### src/pmqi_pkg.sv
// ----------------------------------------------------------------------------
// pmqi_pkg
// Shared types and constants for the PIA mouse quadrature interface core.
// ----------------------------------------------------------------------------
package pmqi_pkg;

    // widths of the pending movement counters and the ROM address
    localparam int DELTA_BITS   = 16;
    localparam int PAGE_BITS    = 3;
    localparam int OFFSET_BITS  = 8;
    localparam int ROM_ADDR_BITS = PAGE_BITS + OFFSET_BITS;
    localparam int POS_BITS     = 10;
    localparam int DIFF_BITS    = POS_BITS + 1;

    // control register bit that picks data (1) or direction (0)
    localparam int SEL_DATA_BIT = 2;

    // position after reset
    localparam logic [POS_BITS-1:0] POS_RESET = POS_BITS'(512);

    // quadrature read byte bits
    localparam int QBIT_X_MOVE  = 0;
    localparam int QBIT_X_DIR   = 1;
    localparam int QBIT_Y_DIR   = 2;
    localparam int QBIT_Y_MOVE  = 3;
    localparam int QBIT_BTN_N   = 7;

    // bus commands
    typedef enum logic [2:0] {
        CMD_READ   = 3'd0,
        CMD_WRITE  = 3'd1,
        CMD_ROM    = 3'd2,
        CMD_SETPOS = 3'd3,
        CMD_SETBTN = 3'd4
    } cmd_t;

    // PIA register select
    typedef enum logic [1:0] {
        REG_DATA_A = 2'd0,
        REG_CTRL_A = 2'd1,
        REG_DATA_B = 2'd2,
        REG_CTRL_B = 2'd3
    } reg_sel_t;

    // one input item
    typedef struct packed {
        logic [2:0]          command;
        reg_sel_t            reg_index;
        logic [7:0]          write_data;
        logic [OFFSET_BITS-1:0] page_offset;
        logic [POS_BITS-1:0] new_x;
        logic [POS_BITS-1:0] new_y;
        logic                button_pressed;
    } item_t;

    // one result item
    typedef struct packed {
        logic [7:0]               read_data;
        logic [ROM_ADDR_BITS-1:0] rom_address;
        logic [POS_BITS-1:0]      pos_x;
        logic [POS_BITS-1:0]      pos_y;
        logic                     button_state;
    } result_t;

endpackage

### src/pmqi_in_stage.sv
// ----------------------------------------------------------------------------
// pmqi_in_stage
// Input register: captures one item from the slave side, holds it while the
// engine cannot take it.
// ----------------------------------------------------------------------------
module pmqi_in_stage
    import pmqi_pkg::*;
(
    input  logic  clk,
    input  logic  rst_n,
    input  logic  s_tvalid,
    output logic  s_tready,
    input  item_t item_in,
    input  logic  take,
    output logic  valid,
    output item_t item
);

    logic  valid_reg;
    logic  valid_next;
    item_t item_reg;

    // free when empty or when the held item leaves this cycle
    assign s_tready   = !valid_reg || take;
    assign valid_next = (s_tvalid && s_tready) || (valid_reg && !take);

    always_ff @(posedge clk or negedge rst_n)
    begin
        if (!rst_n)
        begin
            valid_reg <= 1'b0;
        end
        else
        begin
            valid_reg <= valid_next;
        end
    end

    // payload capture
    always_ff @(posedge clk)
    begin
        if (s_tvalid && s_tready)
        begin
            item_reg <= item_in;
        end
    end

    assign valid = valid_reg;
    assign item  = item_reg;

endmodule

### src/pmqi_engine.sv
// ----------------------------------------------------------------------------
// pmqi_engine
// PIA registers, mouse position and pending deltas; builds the result of one
// item and commits the state update when the item moves on.
// ----------------------------------------------------------------------------
module pmqi_engine
    import pmqi_pkg::*;
(
    input  logic    clk,
    input  logic    rst_n,
    input  logic    fire,
    input  item_t   item,
    output result_t res
);

    localparam logic signed [DELTA_BITS-1:0] DELTA_MAX = {1'b0, {(DELTA_BITS-1){1'b1}}};
    localparam logic signed [DELTA_BITS-1:0] DELTA_MIN = {1'b1, {(DELTA_BITS-1){1'b0}}};

    logic [7:0] ctrl_a_reg, ctrl_b_reg, dir_a_reg, dir_b_reg, out_b_reg;
    logic [7:0] ctrl_a_next, ctrl_b_next, dir_a_next, dir_b_next, out_b_next;
    logic [POS_BITS-1:0] pos_x_reg, pos_y_reg, pos_x_next, pos_y_next;
    logic btn_reg, btn_next;
    logic signed [DELTA_BITS-1:0] pdx_reg, pdy_reg, pdx_next, pdy_next;

    logic [7:0] quad_byte;
    logic [7:0] read_byte;
    logic signed [DELTA_BITS-1:0] pdx_step, pdy_step, pdx_sat, pdy_sat;
    logic quad_read;

    // saturating add of a position difference to a pending delta
    function automatic logic signed [DELTA_BITS-1:0] sat_add(
        input logic signed [DELTA_BITS-1:0] acc,
        input logic [POS_BITS-1:0]          new_pos,
        input logic [POS_BITS-1:0]          old_pos
    );
        logic signed [DIFF_BITS-1:0]  diff;
        logic signed [DELTA_BITS:0]   sum;
        logic signed [DELTA_BITS-1:0] r;
        diff = signed'({1'b0, new_pos}) - signed'({1'b0, old_pos});
        sum  = (DELTA_BITS+1)'(acc) + (DELTA_BITS+1)'(diff);
        if (sum[DELTA_BITS] != sum[DELTA_BITS-1])
        begin
            r = sum[DELTA_BITS] ? DELTA_MIN : DELTA_MAX;
        end
        else
        begin
            r = sum[DELTA_BITS-1:0];
        end
        return r;
    endfunction

    // one unit toward zero
    function automatic logic signed [DELTA_BITS-1:0] toward_zero(
        input logic signed [DELTA_BITS-1:0] d
    );
        logic signed [DELTA_BITS-1:0] r;
        if (d == '0)
        begin
            r = d;
        end
        else if (d[DELTA_BITS-1])
        begin
            r = d + DELTA_BITS'(1);
        end
        else
        begin
            r = d - DELTA_BITS'(1);
        end
        return r;
    endfunction

    // quadrature step byte from the current deltas and button
    always_comb
    begin
        quad_byte              = '0;
        quad_byte[QBIT_X_MOVE] = (pdx_reg != '0);
        quad_byte[QBIT_X_DIR]  = (pdx_reg != '0) && !pdx_reg[DELTA_BITS-1];
        quad_byte[QBIT_Y_MOVE] = (pdy_reg != '0);
        quad_byte[QBIT_Y_DIR]  = (pdy_reg != '0) && !pdy_reg[DELTA_BITS-1];
        quad_byte[QBIT_BTN_N]  = !btn_reg;
    end

    assign pdx_step = toward_zero(pdx_reg);
    assign pdy_step = toward_zero(pdy_reg);
    assign pdx_sat  = sat_add(pdx_reg, item.new_x, pos_x_reg);
    assign pdy_sat  = sat_add(pdy_reg, item.new_y, pos_y_reg);

    // register read mux
    always_comb
    begin
        quad_read = 1'b0;
        unique case (item.reg_index)
            REG_DATA_A:
            begin
                quad_read = ctrl_a_reg[SEL_DATA_BIT];
                read_byte = ctrl_a_reg[SEL_DATA_BIT] ? quad_byte : dir_a_reg;
            end
            REG_CTRL_A: read_byte = ctrl_a_reg;
            REG_DATA_B: read_byte = ctrl_b_reg[SEL_DATA_BIT] ? out_b_reg : dir_b_reg;
            REG_CTRL_B: read_byte = ctrl_b_reg;
            default:    read_byte = ctrl_b_reg;
        endcase
    end

    // command decode: next state and result fields
    always_comb
    begin
        ctrl_a_next = ctrl_a_reg;
        ctrl_b_next = ctrl_b_reg;
        dir_a_next  = dir_a_reg;
        dir_b_next  = dir_b_reg;
        out_b_next  = out_b_reg;
        pos_x_next  = pos_x_reg;
        pos_y_next  = pos_y_reg;
        btn_next    = btn_reg;
        pdx_next    = pdx_reg;
        pdy_next    = pdy_reg;
        res.read_data   = '0;
        res.rom_address = '0;
        unique case (item.command)
            CMD_READ:
            begin
                res.read_data = read_byte;
                if (quad_read)
                begin
                    pdx_next = pdx_step;
                    pdy_next = pdy_step;
                end
            end
            CMD_WRITE:
            begin
                unique case (item.reg_index)
                    REG_DATA_A:
                    begin
                        if (!ctrl_a_reg[SEL_DATA_BIT])
                        begin
                            dir_a_next = item.write_data;
                        end
                    end
                    REG_CTRL_A: ctrl_a_next = item.write_data;
                    REG_DATA_B:
                    begin
                        if (ctrl_b_reg[SEL_DATA_BIT])
                        begin
                            out_b_next = item.write_data;
                        end
                        else
                        begin
                            dir_b_next = item.write_data;
                        end
                    end
                    default: ctrl_b_next = item.write_data;
                endcase
            end
            CMD_ROM:
            begin
                res.rom_address = {out_b_reg[PAGE_BITS-1:0], item.page_offset};
            end
            CMD_SETPOS:
            begin
                pdx_next   = pdx_sat;
                pdy_next   = pdy_sat;
                pos_x_next = item.new_x;
                pos_y_next = item.new_y;
            end
            CMD_SETBTN: btn_next = item.button_pressed;
            default:
            begin
                btn_next = btn_reg;
            end
        endcase
        res.pos_x        = pos_x_next;
        res.pos_y        = pos_y_next;
        res.button_state = btn_next;
    end

    // state commit
    always_ff @(posedge clk or negedge rst_n)
    begin
        if (!rst_n)
        begin
            ctrl_a_reg <= '0;
            ctrl_b_reg <= '0;
            dir_a_reg  <= '0;
            dir_b_reg  <= '0;
            out_b_reg  <= '0;
            pos_x_reg  <= POS_RESET;
            pos_y_reg  <= POS_RESET;
            btn_reg    <= 1'b0;
            pdx_reg    <= '0;
            pdy_reg    <= '0;
        end
        else if (fire)
        begin
            ctrl_a_reg <= ctrl_a_next;
            ctrl_b_reg <= ctrl_b_next;
            dir_a_reg  <= dir_a_next;
            dir_b_reg  <= dir_b_next;
            out_b_reg  <= out_b_next;
            pos_x_reg  <= pos_x_next;
            pos_y_reg  <= pos_y_next;
            btn_reg    <= btn_next;
            pdx_reg    <= pdx_next;
            pdy_reg    <= pdy_next;
        end
    end

    // state only moves with an item
    a_hold_idle: assert property (@(posedge clk) disable iff (!rst_n)
        !fire |=> $stable(pdx_reg) && $stable(pdy_reg) && $stable(pos_x_reg)
                  && $stable(pos_y_reg))
        else $error("state changed without an item");

    // a quadrature read walks a positive x delta down by one
    a_quad_step: assert property (@(posedge clk) disable iff (!rst_n)
        fire && item.command == CMD_READ && quad_read && pdx_reg > 0
        |=> pdx_reg == $past(pdx_reg) - DELTA_BITS'(1))
        else $error("quadrature read did not step x delta");

    // read data only for register reads, rom address only for rom reads
    a_zero_fields: assert property (@(posedge clk) disable iff (!rst_n)
        fire && item.command != CMD_READ && item.command != CMD_ROM
        |-> res.read_data == '0 && res.rom_address == '0)
        else $error("result fields not cleared");

endmodule

### src/pmqi_out_stage.sv
// ----------------------------------------------------------------------------
// pmqi_out_stage
// Result register on the master side; holds a result while the receiver
// stalls.
// ----------------------------------------------------------------------------
module pmqi_out_stage
    import pmqi_pkg::*;
(
    input  logic    clk,
    input  logic    rst_n,
    input  logic    load_valid,
    output logic    load_ready,
    input  result_t load_res,
    output logic    m_tvalid,
    input  logic    m_tready,
    output result_t res
);

    logic    valid_reg;
    logic    valid_next;
    result_t res_reg;

    assign load_ready = !valid_reg || m_tready;
    assign valid_next = (load_valid && load_ready) || (valid_reg && !m_tready);

    always_ff @(posedge clk or negedge rst_n)
    begin
        if (!rst_n)
        begin
            valid_reg <= 1'b0;
        end
        else
        begin
            valid_reg <= valid_next;
        end
    end

    // result capture
    always_ff @(posedge clk)
    begin
        if (load_valid && load_ready)
        begin
            res_reg <= load_res;
        end
    end

    assign m_tvalid = valid_reg;
    assign res      = res_reg;

endmodule

### src/pia_mouse_quadrature_interface_core.sv
// ----------------------------------------------------------------------------
// pia_mouse_quadrature_interface_core
// Mouse interface card around a four-register PIA, one bus command per item.
// ----------------------------------------------------------------------------
// Usage:
//   slave side carries commands: tuser holds the command code (read, write,
//   slot rom read, set position, set button), tdata the operands.
//   master side returns one result item per command: read byte, rom address,
//   stored position and button after the command.
// Path: an accepted item passes the input register and the decode, and its
//   result is held in the result register that drives m_tvalid.
// Throughput: one item per cycle unless m_tready stalls; the state update of an
//   item is committed in the same cycle it is decoded, so the next item sees it directly.
// Reset: PIA registers, button and pending deltas clear, position goes to
//   the middle of the range (512, 512); both stages empty.
// Stall: the result register holds while m_tready is low, one more item
//   waits in the input register, then s_tready drops.
// ----------------------------------------------------------------------------
module pia_mouse_quadrature_interface_core
    import pmqi_pkg::*;
(
    input  logic        clk,
    input  logic        rst_n,
    // command channel
    input  logic        s_tvalid,
    output logic        s_tready,
    input  logic [2:0]  s_tuser,   // command
    input  logic [39:0] s_tdata,   // reg_index, write_data, page_offset, new_x, new_y,
                                   // button_pressed, zero pad
    // result channel
    output logic        m_tvalid,
    input  logic        m_tready,
    output logic [39:0] m_tdata    // read_data, rom_address, pos_x, pos_y, button_state
);

    item_t   item_in;
    item_t   item;
    logic    item_valid;
    logic    out_ready;
    logic    fire;
    result_t res_comb;
    result_t res_out;

    // unpack slave side
    always_comb
    begin
        item_in.command        = s_tuser;
        item_in.reg_index      = reg_sel_t'(s_tdata[1:0]);
        item_in.write_data     = s_tdata[9:2];
        item_in.page_offset    = s_tdata[17:10];
        item_in.new_x          = s_tdata[27:18];
        item_in.new_y          = s_tdata[37:28];
        item_in.button_pressed = s_tdata[38];
    end

    assign fire = item_valid && out_ready;

    pmqi_in_stage u_in (
        .clk      (clk),
        .rst_n    (rst_n),
        .s_tvalid (s_tvalid),
        .s_tready (s_tready),
        .item_in  (item_in),
        .take     (fire),
        .valid    (item_valid),
        .item     (item)
    );

    pmqi_engine u_engine (
        .clk   (clk),
        .rst_n (rst_n),
        .fire  (fire),
        .item  (item),
        .res   (res_comb)
    );

    pmqi_out_stage u_out (
        .clk        (clk),
        .rst_n      (rst_n),
        .load_valid (item_valid),
        .load_ready (out_ready),
        .load_res   (res_comb),
        .m_tvalid   (m_tvalid),
        .m_tready   (m_tready),
        .res        (res_out)
    );

    // pack master side
    assign m_tdata = {res_out.button_state, res_out.pos_y, res_out.pos_x,
                      res_out.rom_address, res_out.read_data};

endmodule
### config.mk
export PLATFORM = sky130hd
export DESIGN_NAME = pia_mouse_quadrature_interface_core
export DESIGN_NICKNAME = d
export VERILOG_FILES = /design/src/pmqi_pkg.sv /design/src/pmqi_in_stage.sv /design/src/pmqi_engine.sv /design/src/pmqi_out_stage.sv /design/src/pia_mouse_quadrature_interface_core.sv
export SDC_FILE = /design/constraint.sdc
export NUM_CORES = 1
export LEC_CHECK = 0
export BUFFER_PORTS_ARGS = -buffer_cell sky130_fd_sc_hd__buf_4
export CAP_MARGIN = 20
export CORE_AREA = 2 2 159 130
export CTS_BUF_LIST = sky130_fd_sc_hd__clkbuf_16
export DETAILED_ROUTE_END_ITERATION = 10
export DIE_AREA = 0 0 161 132
export PLACE_DENSITY_LB_ADDON = 0.3
export SYNTH_ARGS = -nofsm -noshare
export SYNTH_HDL_FRONTEND = slang
export SYNTH_SLANG_ARGS = --single-unit
### constraint.sdc
create_clock -name clk -period 4.5 [get_ports clk]
set_clock_uncertainty 0.15 [all_clocks]
set_input_delay 1.35 -clock clk [delete_from_list [all_inputs] [get_ports clk]]
set_output_delay 1.35 -clock clk [all_outputs]
set_load 0.03 [all_outputs]
==> impl_metrics.json <==
{
  "outcome": "finished clean",
  "dieArea_mm2": 0.0213,
  "total_power_mw": 10.4,
  "fp.dieW_um": 161,
  "synth_area_per_cell_um2": 10.3,
  "via_per_inst": 5.86,
  "fin_crit_ns": 4.38,
  "max_freq_mhz": 228,
  "worstHoldPathType": "reg2reg",
  "ir_drop_v": 0.000584,
  "core_area_mm2": 0.0196,
  "ys_seq_area_share_pct": 45.3,
  "synth_ff_type": "dfrtp_1",
  "drt-initial-drc-count": 610,
  "ys_seq_elements": 177,
  "routabilityCongestion": 0.861,
  "post_drt_wl_per_cell_um": 18.1,
  "n_antenna_cell": 0,
  "die-height_um": 132,
  "cts_max_path_buffers": 2,
  "hold_violations": 0,
  "ys_types": 74,
  "vias": 8443,
  "path_clk_slew_ns": 0.07,
  "final_area_mm2": 0.0129,
  "critPathRequiredTime_ns": 4.71,
  "cp-start-kind": "flop",
  "critPathMaxFanout": 6,
  "max-slew-margin-rel_pct": 36.6,
  "synth-warning-count": 0,
  "final_common_cell": "buf_4",
  "worst_pin_slew_ns": 0.949,
  "netlist_top_cells_area": "edfxtp_1, dfrtp_1, ha_1",
  "grt-ovfl-total": 0,
  "drv_cap": 0,
  "syn_inst": 1034,
  "timing_worst_setup_path_type": "reg2reg",
  "largest_reg_flops": 42,
  "postLayoutCoreUtil_pct": 65.9,
  "final_cell_mix": "buf_4, dfrtp_1, edfxtp_1",
  "drv_slew": 0,
  "cts_buffers": 17,
  "grt_use_total_pct": 24.5,
  "wirelength_um": 26100,
  "root_buffer": "clkbuf_16",
  "synth_largest_area_cell": "edfxtp_1",
  "syn-num-nets": 1169,
  "tns_ns": 0,
  "drive_gt1_share_pct": 25.5,
  "initial_core_util_pct": 54.6,
  "dpl_cell_area_mm2": 0.0119,
  "layout.nets": 1298,
  "pin_count": 89,
  "synth_edf_count": 82,
  "dp_hpwl_um": 18100,
  "cts_tree": "yes",
  "setup_viol_count_final": 0,
  "drcViolationCount": 0,
  "cp.arrival_ns": 4.59,
  "endpoint_kind": "flop",
  "syn_area_mm2": 0.0107,
  "p_per_area_mw_per_mm2": 803,
  "grt_pass1_wl_um": 41900,
  "area_growth_pct": 20.7,
  "fin_crit_sh_pct": 97.4,
  "clkLatencyLatePin_ns": 0.43,
  "first_pass_iters": 6,
  "grt_pass1_vias": 8251,
  "antenna_found_initial": 0,
  "clock-sinks": 177,
  "power.leakage_nw": 5.49,
  "yosysTopAreaCellShare_pct": 23.0,
  "htree_levels": 4,
  "antenna_left": 0,
  "placementRows": 46,
  "synthArstFlopShare_pct": 53.7,
  "grt_max_degree": 93,
  "port_buffers": 87
}
-- cell type report --
type                       instances  area, µm²
timing repair buffer             137       1070
inverter                          49        184
clock buffer                      17        425
clock inverter                    15        163
multi-input combinational        781       5890
tap                              264        330
fill                            1512       6660
sequential                       177       4840
-- worst max-delay path, stage by stage, from the launching register on --
cell	delay, ns
edfxtp_1	0.38
inv_2	0.09
ha_4	0.14
inv_2	0.04
fa_2	0.40
a21o_1	0.21
a21oi_2	0.18
o21ai_2	0.09
a21oi_2	0.17
o21bai_1	0.10
a21oi_2	0.17
o21bai_1	0.10
a21oi_2	0.23
ha_4	0.26
and3_4	0.18
a31oi_2	0.27
a21oi_4	0.10
or3b_4	0.39
a21oi_4	0.31
buf_6	0.18
nor2_4	0.04
o21ai_2	0.14
-- final timing paths --
| path | start | to | slack [ns] | depth (start not counted) |
|---|---|---|---|---|
| max | u_in.item[1] | u_engine.pdy_reg[4] | 0.12 | 21 |
| min | u_in.valid | u_out.m_tvalid | 0.35 | 1 |
| max reg2reg | u_in.item[1] | u_engine.pdy_reg[4] | 0.12 | 21 |
| min reg2reg | u_in.valid | u_out.m_tvalid | 0.35 | 1 |
| max in group asynchronous | rst_n | u_engine.pdy_reg[6] | 2.92 | 2 |
| min in group asynchronous | rst_n | u_engine.pdx_reg[15] | 0.55 | 1 |
-- cell usage after synthesis, types with 3 or more instances --
| master | instances |
|---|---|
| mux2_2 | 55 |
| nor3b_1 | 5 |
| ha_1 | 82 |
| a21o_1 | 19 |
| nor3_1 | 21 |
| dfrtp_1 | 93 |
| nor4_1 | 5 |
| nor2b_1 | 12 |
| nand4_1 | 8 |
| nand2_1 | 77 |
| edfxtp_1 | 82 |
| fa_1 | 6 |
| or3_1 | 5 |
| nand3b_1 | 4 |
| o211ai_1 | 8 |
| o21bai_1 | 7 |
| xor2_1 | 18 |
| and3_1 | 8 |
| and2_1 | 16 |
| nand3_1 | 17 |
| o21a_1 | 9 |
| nor2_1 | 77 |
| xnor2_1 | 35 |
| a211oi_1 | 13 |
| o21ai_1 | 3 |
| a22oi_1 | 7 |
| nor4b_1 | 4 |
| mux2i_1 | 4 |
| a221oi_1 | 4 |
| a21boi_0 | 4 |
| buf_1 | 3 |
| a32oi_1 | 4 |
| inv_1 | 49 |
| o41ai_1 | 3 |
| clkbuf_1 | 18 |
| nand2b_1 | 12 |
| a211o_1 | 3 |
| a21oi_1 | 94 |
| o21ai_0 | 68 |
| o31ai_1 | 5 |
| o22ai_1 | 7 |
| buf_2 | 5 |
| a31oi_1 | 16 |
-- power breakdown --
part / switching (mW) / internal (mW)
clock: 0.731 / 0.750
sequential: 0.350 / 2.06
combinational: 3.50 / 2.98
total: 4.58 / 5.79
-- cells by family (layout without fill, tap and decap cells) --
logic type	after synthesis	count (layout)	share of synthesized area (%)
multiplexers	60	60	6.30
AO/OA/AOI/OAI	296	296	17.6
buffers and inverters	76	218	2.76
flip-flops	177	177	45.3
XOR/XNOR	53	53	4.34
adder cells (fa/ha/maj)	88	88	10.7
AND/OR/NAND/NOR	284	284	13.0
-- metal layers --
layer,GRT usage (%),vias to the layer above,routed length [µm]
li1,-,4088,-
met4,7.09,0,350
met1,35.2,4070,12000
met2,39.0,258,12400
met5,0,-,0
met3,3.33,27,1410
-- stage by stage --
| step | instances | hold slack (ns) | setup slack (ns) |
|---|---|---|---|
| 3_3_place_gp | 1394 | 0.322 | -0.136 |
| 3_5_place_dp | 1394 | 0.337 | -0.204 |
| 5_1_grt | 1440 | 0.370 | -0.0731 |
| 6_report | 1440 | 0.346 | 0.119 |
| 4_1_cts | 1430 | 0.343 | 0.00794 |
| 2_1_floorplan | 1034 | 0.307 | 0.101 |
-- timing repair --
| item | in CTS | in global routing |
|---|---|---|
| setup endpoints to repair | 30 | 30 |
| setup buffers | 4 | 11 |
| hold buffers | 0 | 0 |
| gates resized for setup | 13 | 77 |
| pin swaps | 6 | 32 |
Note: power is estimated with default switching activity, not from simulation.
